===== src/rtl/core/mafh_pkg.sv =====
// ----------------------------------------------------------------------------
// mafh_pkg
// Shared types, field codes and lookup tables for the audio frame header
// decoder pipeline.
// ----------------------------------------------------------------------------
package mafh_pkg;

    localparam int HDR_W   = 32;
    localparam int KBPS_W  = 9;
    localparam int MULT_W  = 18;
    localparam int NUM_W   = 26;
    localparam int QUOT_W  = 12;
    localparam int DIVS_W  = NUM_W + 1;
    localparam int RATE_W  = 16;
    localparam int SPF_W   = 11;
    localparam int BYTES_W = 12;

    // quotient bits resolved per divider stage, and the number of stages
    localparam int DIV_STEPS  = 3;
    localparam int DIV_STAGES = QUOT_W / DIV_STEPS;

    localparam logic [10:0] SYNC_WORD = 11'h7FF;

    localparam logic [1:0] VER_MPEG1  = 2'b11;
    localparam logic [1:0] VER_MPEG2  = 2'b10;
    localparam logic [1:0] VER_MPEG25 = 2'b00;
    localparam logic [1:0] VER_RSVD   = 2'b01;

    localparam logic [1:0] LAY_I    = 2'b11;
    localparam logic [1:0] LAY_II   = 2'b10;
    localparam logic [1:0] LAY_III  = 2'b01;
    localparam logic [1:0] LAY_RSVD = 2'b00;

    localparam logic [3:0] BRI_BAD = 4'hF;
    localparam logic [1:0] SRI_BAD = 2'b11;

    localparam logic [1:0] FAM_V1  = 2'd0;
    localparam logic [1:0] FAM_V2  = 2'd1;
    localparam logic [1:0] FAM_V25 = 2'd2;

    localparam logic [2:0] ROW_V1L1  = 3'd0;
    localparam logic [2:0] ROW_V1L2  = 3'd1;
    localparam logic [2:0] ROW_V1L3  = 3'd2;
    localparam logic [2:0] ROW_V2L1  = 3'd3;
    localparam logic [2:0] ROW_V2L23 = 3'd4;

    localparam logic [MULT_W-1:0] MULT_L1    = 18'd12000;
    localparam logic [MULT_W-1:0] MULT_HALF  = 18'd72000;
    localparam logic [MULT_W-1:0] MULT_FULL  = 18'd144000;

    localparam logic [SPF_W-1:0] SPF_384  = 11'd384;
    localparam logic [SPF_W-1:0] SPF_576  = 11'd576;
    localparam logic [SPF_W-1:0] SPF_1152 = 11'd1152;

    // kbit/s by [row][bitrate index]; index 15 never reaches a valid word
    localparam logic [KBPS_W-1:0] KBPS_TAB [5][16] = '{
        '{9'd0, 9'd32, 9'd64, 9'd96, 9'd128, 9'd160, 9'd192, 9'd224,
          9'd256, 9'd288, 9'd320, 9'd352, 9'd384, 9'd416, 9'd448, 9'd0},
        '{9'd0, 9'd32, 9'd48, 9'd56, 9'd64, 9'd80, 9'd96, 9'd112,
          9'd128, 9'd160, 9'd192, 9'd224, 9'd256, 9'd320, 9'd384, 9'd0},
        '{9'd0, 9'd32, 9'd40, 9'd48, 9'd56, 9'd64, 9'd80, 9'd96,
          9'd112, 9'd128, 9'd160, 9'd192, 9'd224, 9'd256, 9'd320, 9'd0},
        '{9'd0, 9'd32, 9'd48, 9'd56, 9'd64, 9'd80, 9'd96, 9'd112,
          9'd128, 9'd144, 9'd160, 9'd176, 9'd192, 9'd224, 9'd256, 9'd0},
        '{9'd0, 9'd8, 9'd16, 9'd24, 9'd32, 9'd40, 9'd48, 9'd56,
          9'd64, 9'd80, 9'd96, 9'd112, 9'd128, 9'd144, 9'd160, 9'd0}
    };

    localparam logic [RATE_W-1:0] RATE_TAB [3][3] = '{
        '{16'd44100, 16'd48000, 16'd32000},
        '{16'd22050, 16'd24000, 16'd16000},
        '{16'd11025, 16'd12000, 16'd8000}
    };

    typedef struct packed {
        logic              hdr_ok;
        logic              layer1;
        logic              pad;
        logic [KBPS_W-1:0] kbps;
        logic [MULT_W-1:0] mult;
        logic [RATE_W-1:0] rate;
        logic [SPF_W-1:0]  samples;
    } t_dec;

    typedef struct packed {
        logic              hdr_ok;
        logic              layer1;
        logic              pad;
        logic [NUM_W-1:0]  rem;
        logic [DIVS_W-1:0] divs;
        logic [QUOT_W-1:0] quot;
        logic [RATE_W-1:0] rate;
        logic [SPF_W-1:0]  samples;
    } t_div;

endpackage


===== src/rtl/core/mpeg_audio_frame_header_decode.sv =====
// ----------------------------------------------------------------------------
// mpeg_audio_frame_header_decode
// Audio frame header decoder: one header word in, one result word out.
// ----------------------------------------------------------------------------
// stages: decode, multiply, four 3-bit divider slices and an output register
// throughput: one word per cycle while the output is not stalled; every stage is
// a register
// empty stages are filled while the output is stalled
// reset clears all valid bits; data registers are not reset
// ----------------------------------------------------------------------------
module mpeg_audio_frame_header_decode
    import mafh_pkg::*;
(
    input  logic               i_clk,
    input  logic               i_rst_n,
    input  logic               i_valid,
    output logic               o_stall,
    input  logic [HDR_W-1:0]   i_header_word,
    output logic               o_valid,
    input  logic               i_stall,
    output logic               o_header_valid,
    output logic [BYTES_W-1:0] o_frame_bytes,
    output logic [SPF_W-1:0]   o_samples_per_frame,
    output logic [RATE_W-1:0]  o_sample_rate_hz
);

    localparam int NSTG = DIV_STAGES + 3;

    logic [NSTG-1:0] r_v;
    logic [NSTG-1:0] adv;

    t_dec dec;
    t_div div_s [DIV_STAGES+1];

    logic               r_hv;
    logic [BYTES_W-1:0] r_bytes;
    logic [SPF_W-1:0]   r_spf;
    logic [RATE_W-1:0]  r_rate;
    logic [QUOT_W-1:0]  qp;

    // a stage loads when it is empty or its word moves on
    always_comb begin
        adv[NSTG-1] = !r_v[NSTG-1] || !i_stall;
        for (int k = NSTG - 2; k >= 0; k--) begin
            adv[k] = !r_v[k] || adv[k+1];
        end
    end

    assign o_stall = !adv[0];

    always_ff @(posedge i_clk) begin
        if (!i_rst_n) begin
            r_v <= '0;
        end else begin
            if (adv[0]) begin
                r_v[0] <= i_valid;
            end
            for (int k = 1; k < NSTG; k++) begin
                if (adv[k]) begin
                    r_v[k] <= r_v[k-1];
                end
            end
        end
    end

    mafh_decode u_decode (
        .i_clk         (i_clk),
        .i_en          (adv[0]),
        .i_header_word (i_header_word),
        .o_dec         (dec)
    );

    mafh_mul u_mul (
        .i_clk (i_clk),
        .i_en  (adv[1]),
        .i_dec (dec),
        .o_div (div_s[0])
    );

    for (genvar g = 0; g < DIV_STAGES; g++) begin : g_div
        mafh_div_stage u_div (
            .i_clk (i_clk),
            .i_en  (adv[g+2]),
            .i_div (div_s[g]),
            .o_div (div_s[g+1])
        );
    end

    assign qp = div_s[DIV_STAGES].quot + {{(QUOT_W-1){1'b0}}, div_s[DIV_STAGES].pad};

    always_ff @(posedge i_clk) begin
        if (adv[NSTG-1]) begin
            r_hv    <= div_s[DIV_STAGES].hdr_ok;
            r_spf   <= div_s[DIV_STAGES].samples;
            r_rate  <= div_s[DIV_STAGES].rate;
            if (!div_s[DIV_STAGES].hdr_ok) begin
                r_bytes <= '0;
            end else if (div_s[DIV_STAGES].layer1) begin
                // layer I counts four-byte slots
                r_bytes <= {qp[BYTES_W-3:0], 2'b00};
            end else begin
                r_bytes <= qp[BYTES_W-1:0];
            end
        end
    end

    assign o_valid             = r_v[NSTG-1];
    assign o_header_valid      = r_hv;
    assign o_frame_bytes       = r_bytes;
    assign o_samples_per_frame = r_spf;
    assign o_sample_rate_hz    = r_rate;

endmodule


===== src/rtl/core/mafh_decode.sv =====
// ----------------------------------------------------------------------------
// mafh_decode
// Sync check and table decode of one header word into a registered record.
// ----------------------------------------------------------------------------
module mafh_decode
    import mafh_pkg::*;
(
    input  logic             i_clk,
    input  logic             i_en,
    input  logic [HDR_W-1:0] i_header_word,
    output t_dec             o_dec
);

    t_dec r_dec;
    t_dec n_dec;

    always_comb begin
        logic [1:0] ver;
        logic [1:0] lay;
        logic [3:0] bri;
        logic [1:0] sri;
        logic [1:0] fam;
        logic [2:0] row;
        logic       ok;

        ver = i_header_word[20:19];
        lay = i_header_word[18:17];
        bri = i_header_word[15:12];
        sri = i_header_word[11:10];
        ok  = (i_header_word[31:21] == SYNC_WORD) && (ver != VER_RSVD) &&
              (lay != LAY_RSVD) && (bri != BRI_BAD) && (sri != SRI_BAD);

        fam = (ver == VER_MPEG1) ? FAM_V1 : (ver == VER_MPEG2) ? FAM_V2 : FAM_V25;
        if (fam == FAM_V1) begin
            row = (lay == LAY_I) ? ROW_V1L1 : (lay == LAY_II) ? ROW_V1L2 : ROW_V1L3;
        end else begin
            row = (lay == LAY_I) ? ROW_V2L1 : ROW_V2L23;
        end

        n_dec         = '0;
        n_dec.hdr_ok  = ok;
        n_dec.layer1  = (lay == LAY_I);
        n_dec.pad     = i_header_word[9];
        if (ok) begin
            n_dec.kbps = KBPS_TAB[row][bri];
            n_dec.rate = RATE_TAB[fam][sri];
            priority if (lay == LAY_I) begin
                n_dec.samples = SPF_384;
                n_dec.mult    = MULT_L1;
            end else if (lay == LAY_III && fam != FAM_V1) begin
                n_dec.samples = SPF_576;
                n_dec.mult    = MULT_HALF;
            end else begin
                n_dec.samples = SPF_1152;
                n_dec.mult    = MULT_FULL;
            end
        end
    end

    always_ff @(posedge i_clk) begin
        if (i_en) begin
            r_dec <= n_dec;
        end
    end

    assign o_dec = r_dec;

endmodule


===== src/rtl/core/mafh_mul.sv =====
// ----------------------------------------------------------------------------
// mafh_mul
// Forms the dividend (coefficient times kbit/s) and seeds the divider record.
// ----------------------------------------------------------------------------
module mafh_mul
    import mafh_pkg::*;
(
    input  logic i_clk,
    input  logic i_en,
    input  t_dec i_dec,
    output t_div o_div
);

    t_div r_div;
    t_div n_div;

    always_comb begin
        logic [KBPS_W+MULT_W-1:0] prod;

        prod            = i_dec.kbps * i_dec.mult;
        n_div.hdr_ok    = i_dec.hdr_ok;
        n_div.layer1    = i_dec.layer1;
        n_div.pad       = i_dec.pad;
        // dividend never exceeds 26 bits for legal table values
        n_div.rem       = prod[NUM_W-1:0];
        // divisor aligned with the top quotient bit
        n_div.divs      = {i_dec.rate, {(DIVS_W-RATE_W){1'b0}}};
        n_div.quot      = '0;
        n_div.rate      = i_dec.rate;
        n_div.samples   = i_dec.samples;
    end

    always_ff @(posedge i_clk) begin
        if (i_en) begin
            r_div <= n_div;
        end
    end

    assign o_div = r_div;

endmodule


===== src/rtl/core/mafh_div_stage.sv =====
// ----------------------------------------------------------------------------
// mafh_div_stage
// One slice of the restoring divider: resolves DIV_STEPS quotient bits and
// shifts the divisor right by the same amount.
// ----------------------------------------------------------------------------
module mafh_div_stage
    import mafh_pkg::*;
(
    input  logic i_clk,
    input  logic i_en,
    input  t_div i_div,
    output t_div o_div
);

    t_div r_div;
    t_div n_div;

    always_comb begin
        n_div = i_div;
        for (int j = 0; j < DIV_STEPS; j++) begin
            if ({1'b0, n_div.rem} >= n_div.divs) begin
                n_div.rem  = n_div.rem - n_div.divs[NUM_W-1:0];
                n_div.quot = {n_div.quot[QUOT_W-2:0], 1'b1};
            end else begin
                n_div.quot = {n_div.quot[QUOT_W-2:0], 1'b0};
            end
            n_div.divs = n_div.divs >> 1;
        end
    end

    always_ff @(posedge i_clk) begin
        if (i_en) begin
            r_div <= n_div;
        end
    end

    assign o_div = r_div;

endmodule


===== config.mk =====
export PLATFORM = sky130hd
export DESIGN_NAME = mpeg_audio_frame_header_decode
export DESIGN_NICKNAME = d
export VERILOG_FILES = /design/src/rtl/core/mafh_pkg.sv /design/src/rtl/core/mpeg_audio_frame_header_decode.sv /design/src/rtl/core/mafh_decode.sv /design/src/rtl/core/mafh_mul.sv /design/src/rtl/core/mafh_div_stage.sv
export SDC_FILE = /design/constraint.sdc
export NUM_CORES = 1
export LEC_CHECK = 0
export BUFFER_PORTS_ARGS = -buffer_cell sky130_fd_sc_hd__buf_2
export CAP_MARGIN = 20
export CORE_UTILIZATION = 45
export DETAILED_ROUTE_END_ITERATION = 8
export HOLD_SLACK_MARGIN = 0.15
export SLEW_MARGIN = 30
export SYNTH_ARGS = -nofsm -noshare
export SYNTH_HDL_FRONTEND = slang
export SYNTH_HIERARCHICAL = 1
export SYNTH_SLANG_ARGS = --single-unit

===== constraint.sdc =====
create_clock -name i_clk -period 7.23 [get_ports i_clk]
set_input_delay 1.446 -clock i_clk [delete_from_list [all_inputs] [get_ports i_clk]]
set_output_delay 1.446 -clock i_clk [all_outputs]
set_load 0.005 [all_outputs]

Word level (Yosys, flattened, before mapping)
Memories as Yosys holds them, arrays and structs flattened.
Index checks and enable logic that the tools add are counted.
Storage, ports and cells
  flip-flop bits (word level): 388
  ROM bits: 1152
  input port bits: 36
  output and inout port bits: 42
  word-level logic and storage cells: 170
  memories kept: 1
Memory list
  (name not given): depth 8, bits a word 144, rd ports 1, clocked after Yosys merged registers in 0, wr ports 0, line mafh_decode.sv:45  | n_dec.kbps = KBPS_TAB[row][bri];
Cells by class
  add/sub/neg operators: 12
  multipliers: 1
  order comparisons: 16
  equal/unequal tests: 9
  multiplexer cells: 45
  bitwise operators: 6
  reduce and logical (&&, ||, !) cells: 26
Operators with widths (count)
  $mux W144: 2
  $mux W26: 11
  $bmux W48 S2: 1
  $mux W48: 2
  $sub A26 B26 Y26: 2
  $bmux W9 S4: 1
  $bmux W16 S2: 1
  $mux W16: 2
  $ge A26 B27 Y1: 1
  $mux W9: 3
  $ge A26 B16 Y1: 1
  $ge A26 B17 Y1: 1
  $ge A26 B18 Y1: 1
  $ge A26 B19 Y1: 1
  $ge A26 B20 Y1: 1
  $ge A26 B21 Y1: 1
  $ge A26 B22 Y1: 1
  $ge A26 B23 Y1: 1
  $ge A26 B24 Y1: 1
  $ge A26 B25 Y1: 1
  $ge A26 B26 Y1: 1
  $mul A9 B18 Y26: 1
  $sub A26 B17 Y26: 1
  $sub A26 B18 Y26: 1
  other kinds (34): 75

Depth between registers and ports, before layout
  depth after elaboration: 12
  gate-level depth with buffers: 40
  depth with buffers taken out: 34

By module
Netlist, hierarchy kept.
By module, submodules not included
  mafh_div_stage at g_div[1].u_div: times used 1, cells an instance 789, area each 8026.4 µm², seq. area each 2762.6 µm²
  mafh_div_stage at g_div[0].u_div: times used 1, cells an instance 802, area each 8000.2 µm², seq. area each 2762.6 µm²
  mafh_div_stage at g_div[3].u_div: times used 1, cells an instance 801, area each 7818.7 µm², seq. area each 2762.6 µm²
  mafh_div_stage at g_div[2].u_div: times used 1, cells an instance 798, area each 7762.4 µm², seq. area each 2762.6 µm²
  mafh_mul: times used 1, cells an instance 688, area each 6988.0 µm², seq. area each 1681.6 µm²
  mafh_decode: times used 1, cells an instance 209, area each 1975.6 µm², seq. area each 870.8 µm²
  mpeg_audio_frame_header_decode: times used 1, cells an instance 146, area each 1950.6 µm², seq. area each 1341.3 µm²

Least setup slack after synthesis
OpenSTA, ideal clock, no wires.
  path type: register to register
  start: register g_div[1].u_div.r_div (netlist bit g_div[1].u_div/o_div[50])
  end: register g_div[2].u_div.r_div (netlist bit g_div[2].u_div/o_div[77]) (data pin)
  library setup time: 0.260 ns
  arrival time: 7.710 ns
  required time: 6.970 ns
  path slack: -0.740 ns
  cell stages (with the launch flop): 40
  path buffers: 8
  period minus slack after synthesis: 7.970 ns
  cell sequence: edfxtp_1 inv_1 ha_1 clkbuf_1 nand3_1 or3_1 inv_1 o31ai_2 a31oi_1 o21ai_2 inv_2 buf_1 mux2i_1 inv_1 ha_1 clkbuf_1 nand4_1 or3_1 (+4 left out) clkbuf_1 inv_1 buf_2 mux2_2 ha_1 clkbuf_1 nand4_1 nor3_1 a211oi_1 and3_1 o31a_1 a311oi_1 a31oi_1 o21ai_1 or2_1 buf_6 buf_6 mux2_4
RTL lines
  start, declared: line mafh_div_stage.sv:15  | t_div r_div;
  start signal, assigned: line mafh_div_stage.sv:33  | r_div <= n_div;
  end signal, assigned: line mafh_div_stage.sv:33
  end, declared: line mafh_div_stage.sv:15

==> results_dict.tcl <==
set metrics [dict create \
    detail_route.iter0.violations 2294 \
    max_cap_viol_count 0 \
    netlist_instances 4030 \
    dpl_cells 5957 \
    timing.hold.worst.class "flip-flop to flip-flop" \
    cts.reportedPaths.clkPinSlew_ns 0.06 \
    status "finished with violations" \
    cp-end-kind "flip-flop" \
    hpwl_um 87500 \
    fin_worst_skew_ns 0.0348 \
    setup_viol 26 \
    io_pins 78 \
    num_vias 33298 \
    synth.cell_area_sq_um 39400 \
    fin_nets 5446 \
    synthesis.area_per_instance_sq_um 9.78 \
    critical_path.top_delay_family "compound AO/OA/AOI/OAI gates" \
    fmax_mhz 134 \
    timing_worst_slew_pin_value_ns 0.921 \
    grt_setup_unrepaired "yes" \
    io_buffers 67 \
    routabilityCongestion 0.929 \
    final_count_of_pins_violating_max_slew 0 \
    area_delta_synth_final_pct 29.2 \
    floorplan.initialDensity 0.454 \
    antenna_violating_nets_post_route 0 \
    placementRows 108 \
    hold_viol_final 0 \
    drive_above_1_share 0.315 \
    finalWirelength_um 111000 \
    critical_path_buffers_and_inverters 6 \
    detail_route.drc_violations 0 \
    grt_first_pass_wirelength_um 173000 \
    worst-path-max-fanout 8 \
    fin_util 0.587 \
    initial_antenna_violation_count 1 \
    grt_max_degree 75 \
    synth.yosys.warnings 6 \
    final_min_period_over_clock_period 1.03 \
    clock_tree.htree_level_count 2 \
    global_route.overflow_total 0 \
    number_of_buffers_inserted_during_clock_tree_synthesis 46 \
    placeableCoreArea_sq_um 86800 \
    cp_data_arrival_time_ns 7.79 \
    chipHeight_um 298 \
    design.die.area_sq_um 88800 \
    routed_via_density 5.44 \
    worst_slack_ns -0.216 \
    timing_worst_setup_path_type "flip-flop to flip-flop" \
    fillers 7543 \
    clk_path_buf_depth 3 \
    detail_route.first_pass.iterations 6 \
    critPathLaunchType "flip-flop" \
    max_slew_margin 0.386 \
    violations "setup timing" \
    die_width_um 298 \
    clk-insertion-delay-late_ns 0.61 \
    critical_path_required_ns 7.58 \
    grt_pass1_vias 32584 \
    final-instance-count-excl-fill 6123 \
    cts-root-buf "sky130_fd_sc_hd__clkbuf_16" \
    cts.sink_count 432 \
    cts_tree "yes" \
    cpMaxStageDelayCell "sky130_fd_sc_hd__or3_4" \
    route.detailed.wl_per_inst_um 18.1 \
    grt_util_all_layers 0.244 \
    crit_path_max_incr_delay_ns 0.44 \
    period_minus_slack_ns 7.45 \
]
-- through the flow --
step / cell area (sq um) / worst slack [ns] / TNS [ns] / hold slack, ns
floorplan: 39700 / 0.0111 / 0 / 0.400
global placement: 46800 / -0.475 / -22.87 / 0.400
detailed placement: 46800 / -0.556 / -28.17 / 0.405
CTS: 49700 / -0.131 / -1.82 / 0.388
global route: 50900 / -0.572 / -17.38 / 0.397
finish: 50900 / -0.216 / -4.47 / 0.393
-- routing by layer --
layer  up-vias  track usage  part of all wire
met5         -            0                 0
met4         0       0.0630             0.025
met3       140       0.0219             0.038
met2       723        0.422              0.48
met1     16003        0.327              0.45
li1      16432            -                 -
-- flip-flops by register name, summed over array words and instances, names as in the netlist --
signal,cells
g_div.u_div/o_div,300
u_mul/o_div,56
u_decode/o_dec,29
o_sample_rate_hz,16
o_frame_bytes,12
o_samples_per_frame,11
r_v,7
o_header_valid,1
-- cell type report --
class | count | area (sq um) | area share
Sequential cell | 432 | 12900 | 0.253
Inverter | 365 | 1410 | 0.0277
Timing Repair inverter | 2 | 23.8 | 0.000467
Timing Repair Buffer | 991 | 7580 | 0.149
Clock buffer | 51 | 1170 | 0.0230
Tap cell | 1155 | 1450 | 0.0284
Antenna cell | 3 | 7.51 | 0.000147
Multi-Input combinational cell | 3093 | 26000 | 0.511
Clock inverter | 31 | 385 | 0.00757
-- cell usage in the layout (no fill, tap or decap), types with 37 or more instances in the layout --
cell	instances
sky130_fd_sc_hd__a21o_1	112
sky130_fd_sc_hd__edfxtp_1	425
sky130_fd_sc_hd__mux2_2	71
sky130_fd_sc_hd__o21ai_0	150
sky130_fd_sc_hd__a21oi_2	37
sky130_fd_sc_hd__buf_2	67
sky130_fd_sc_hd__ha_1	307
sky130_fd_sc_hd__o21a_1	62
sky130_fd_sc_hd__xnor2_1	155
sky130_fd_sc_hd__fa_1	120
sky130_fd_sc_hd__nor2_1	206
sky130_fd_sc_hd__a21oi_1	269
sky130_fd_sc_hd__inv_1	334
sky130_fd_sc_hd__nand4_1	45
sky130_fd_sc_hd__and2_1	115
sky130_fd_sc_hd__nand3_1	89
sky130_fd_sc_hd__xor2_1	71
sky130_fd_sc_hd__nand2_1	300
sky130_fd_sc_hd__conb_1	37
sky130_fd_sc_hd__clkbuf_16	47
sky130_fd_sc_hd__nand2b_1	40
sky130_fd_sc_hd__mux2_4	102
sky130_fd_sc_hd__buf_4	886
sky130_fd_sc_hd__nor2b_1	46
sky130_fd_sc_hd__nor3_1	61
sky130_fd_sc_hd__ha_4	44
-- worst paths after layout --
path	from	to	slack (ns)	depth (start not counted)
setup / recovery	g_div[1].u_div/o_div[40]	g_div[2].u_div/o_div[81]	-0.22	34
hold reg to reg	g_div[3].u_div/o_div[17]	o_sample_rate_hz[6]	0.39	0
hold / removal	g_div[3].u_div/o_div[17]	o_sample_rate_hz[6]	0.39	0
setup reg to reg	g_div[1].u_div/o_div[40]	g_div[2].u_div/o_div[81]	-0.22	34
-- repair_timing --
item / CTS / global route
endpoints found under the setup margin: 81 / 82
pin swaps: 46 / 88
hold buffers: 0 / 0
cloned: 6 / 1
setup buffers: 44 / 41
gates resized for setup: 194 / 202
Power is left out: the tool's default activity adds up to more than one toggle a clock period on the data nets, which glitch-free logic cannot reach.
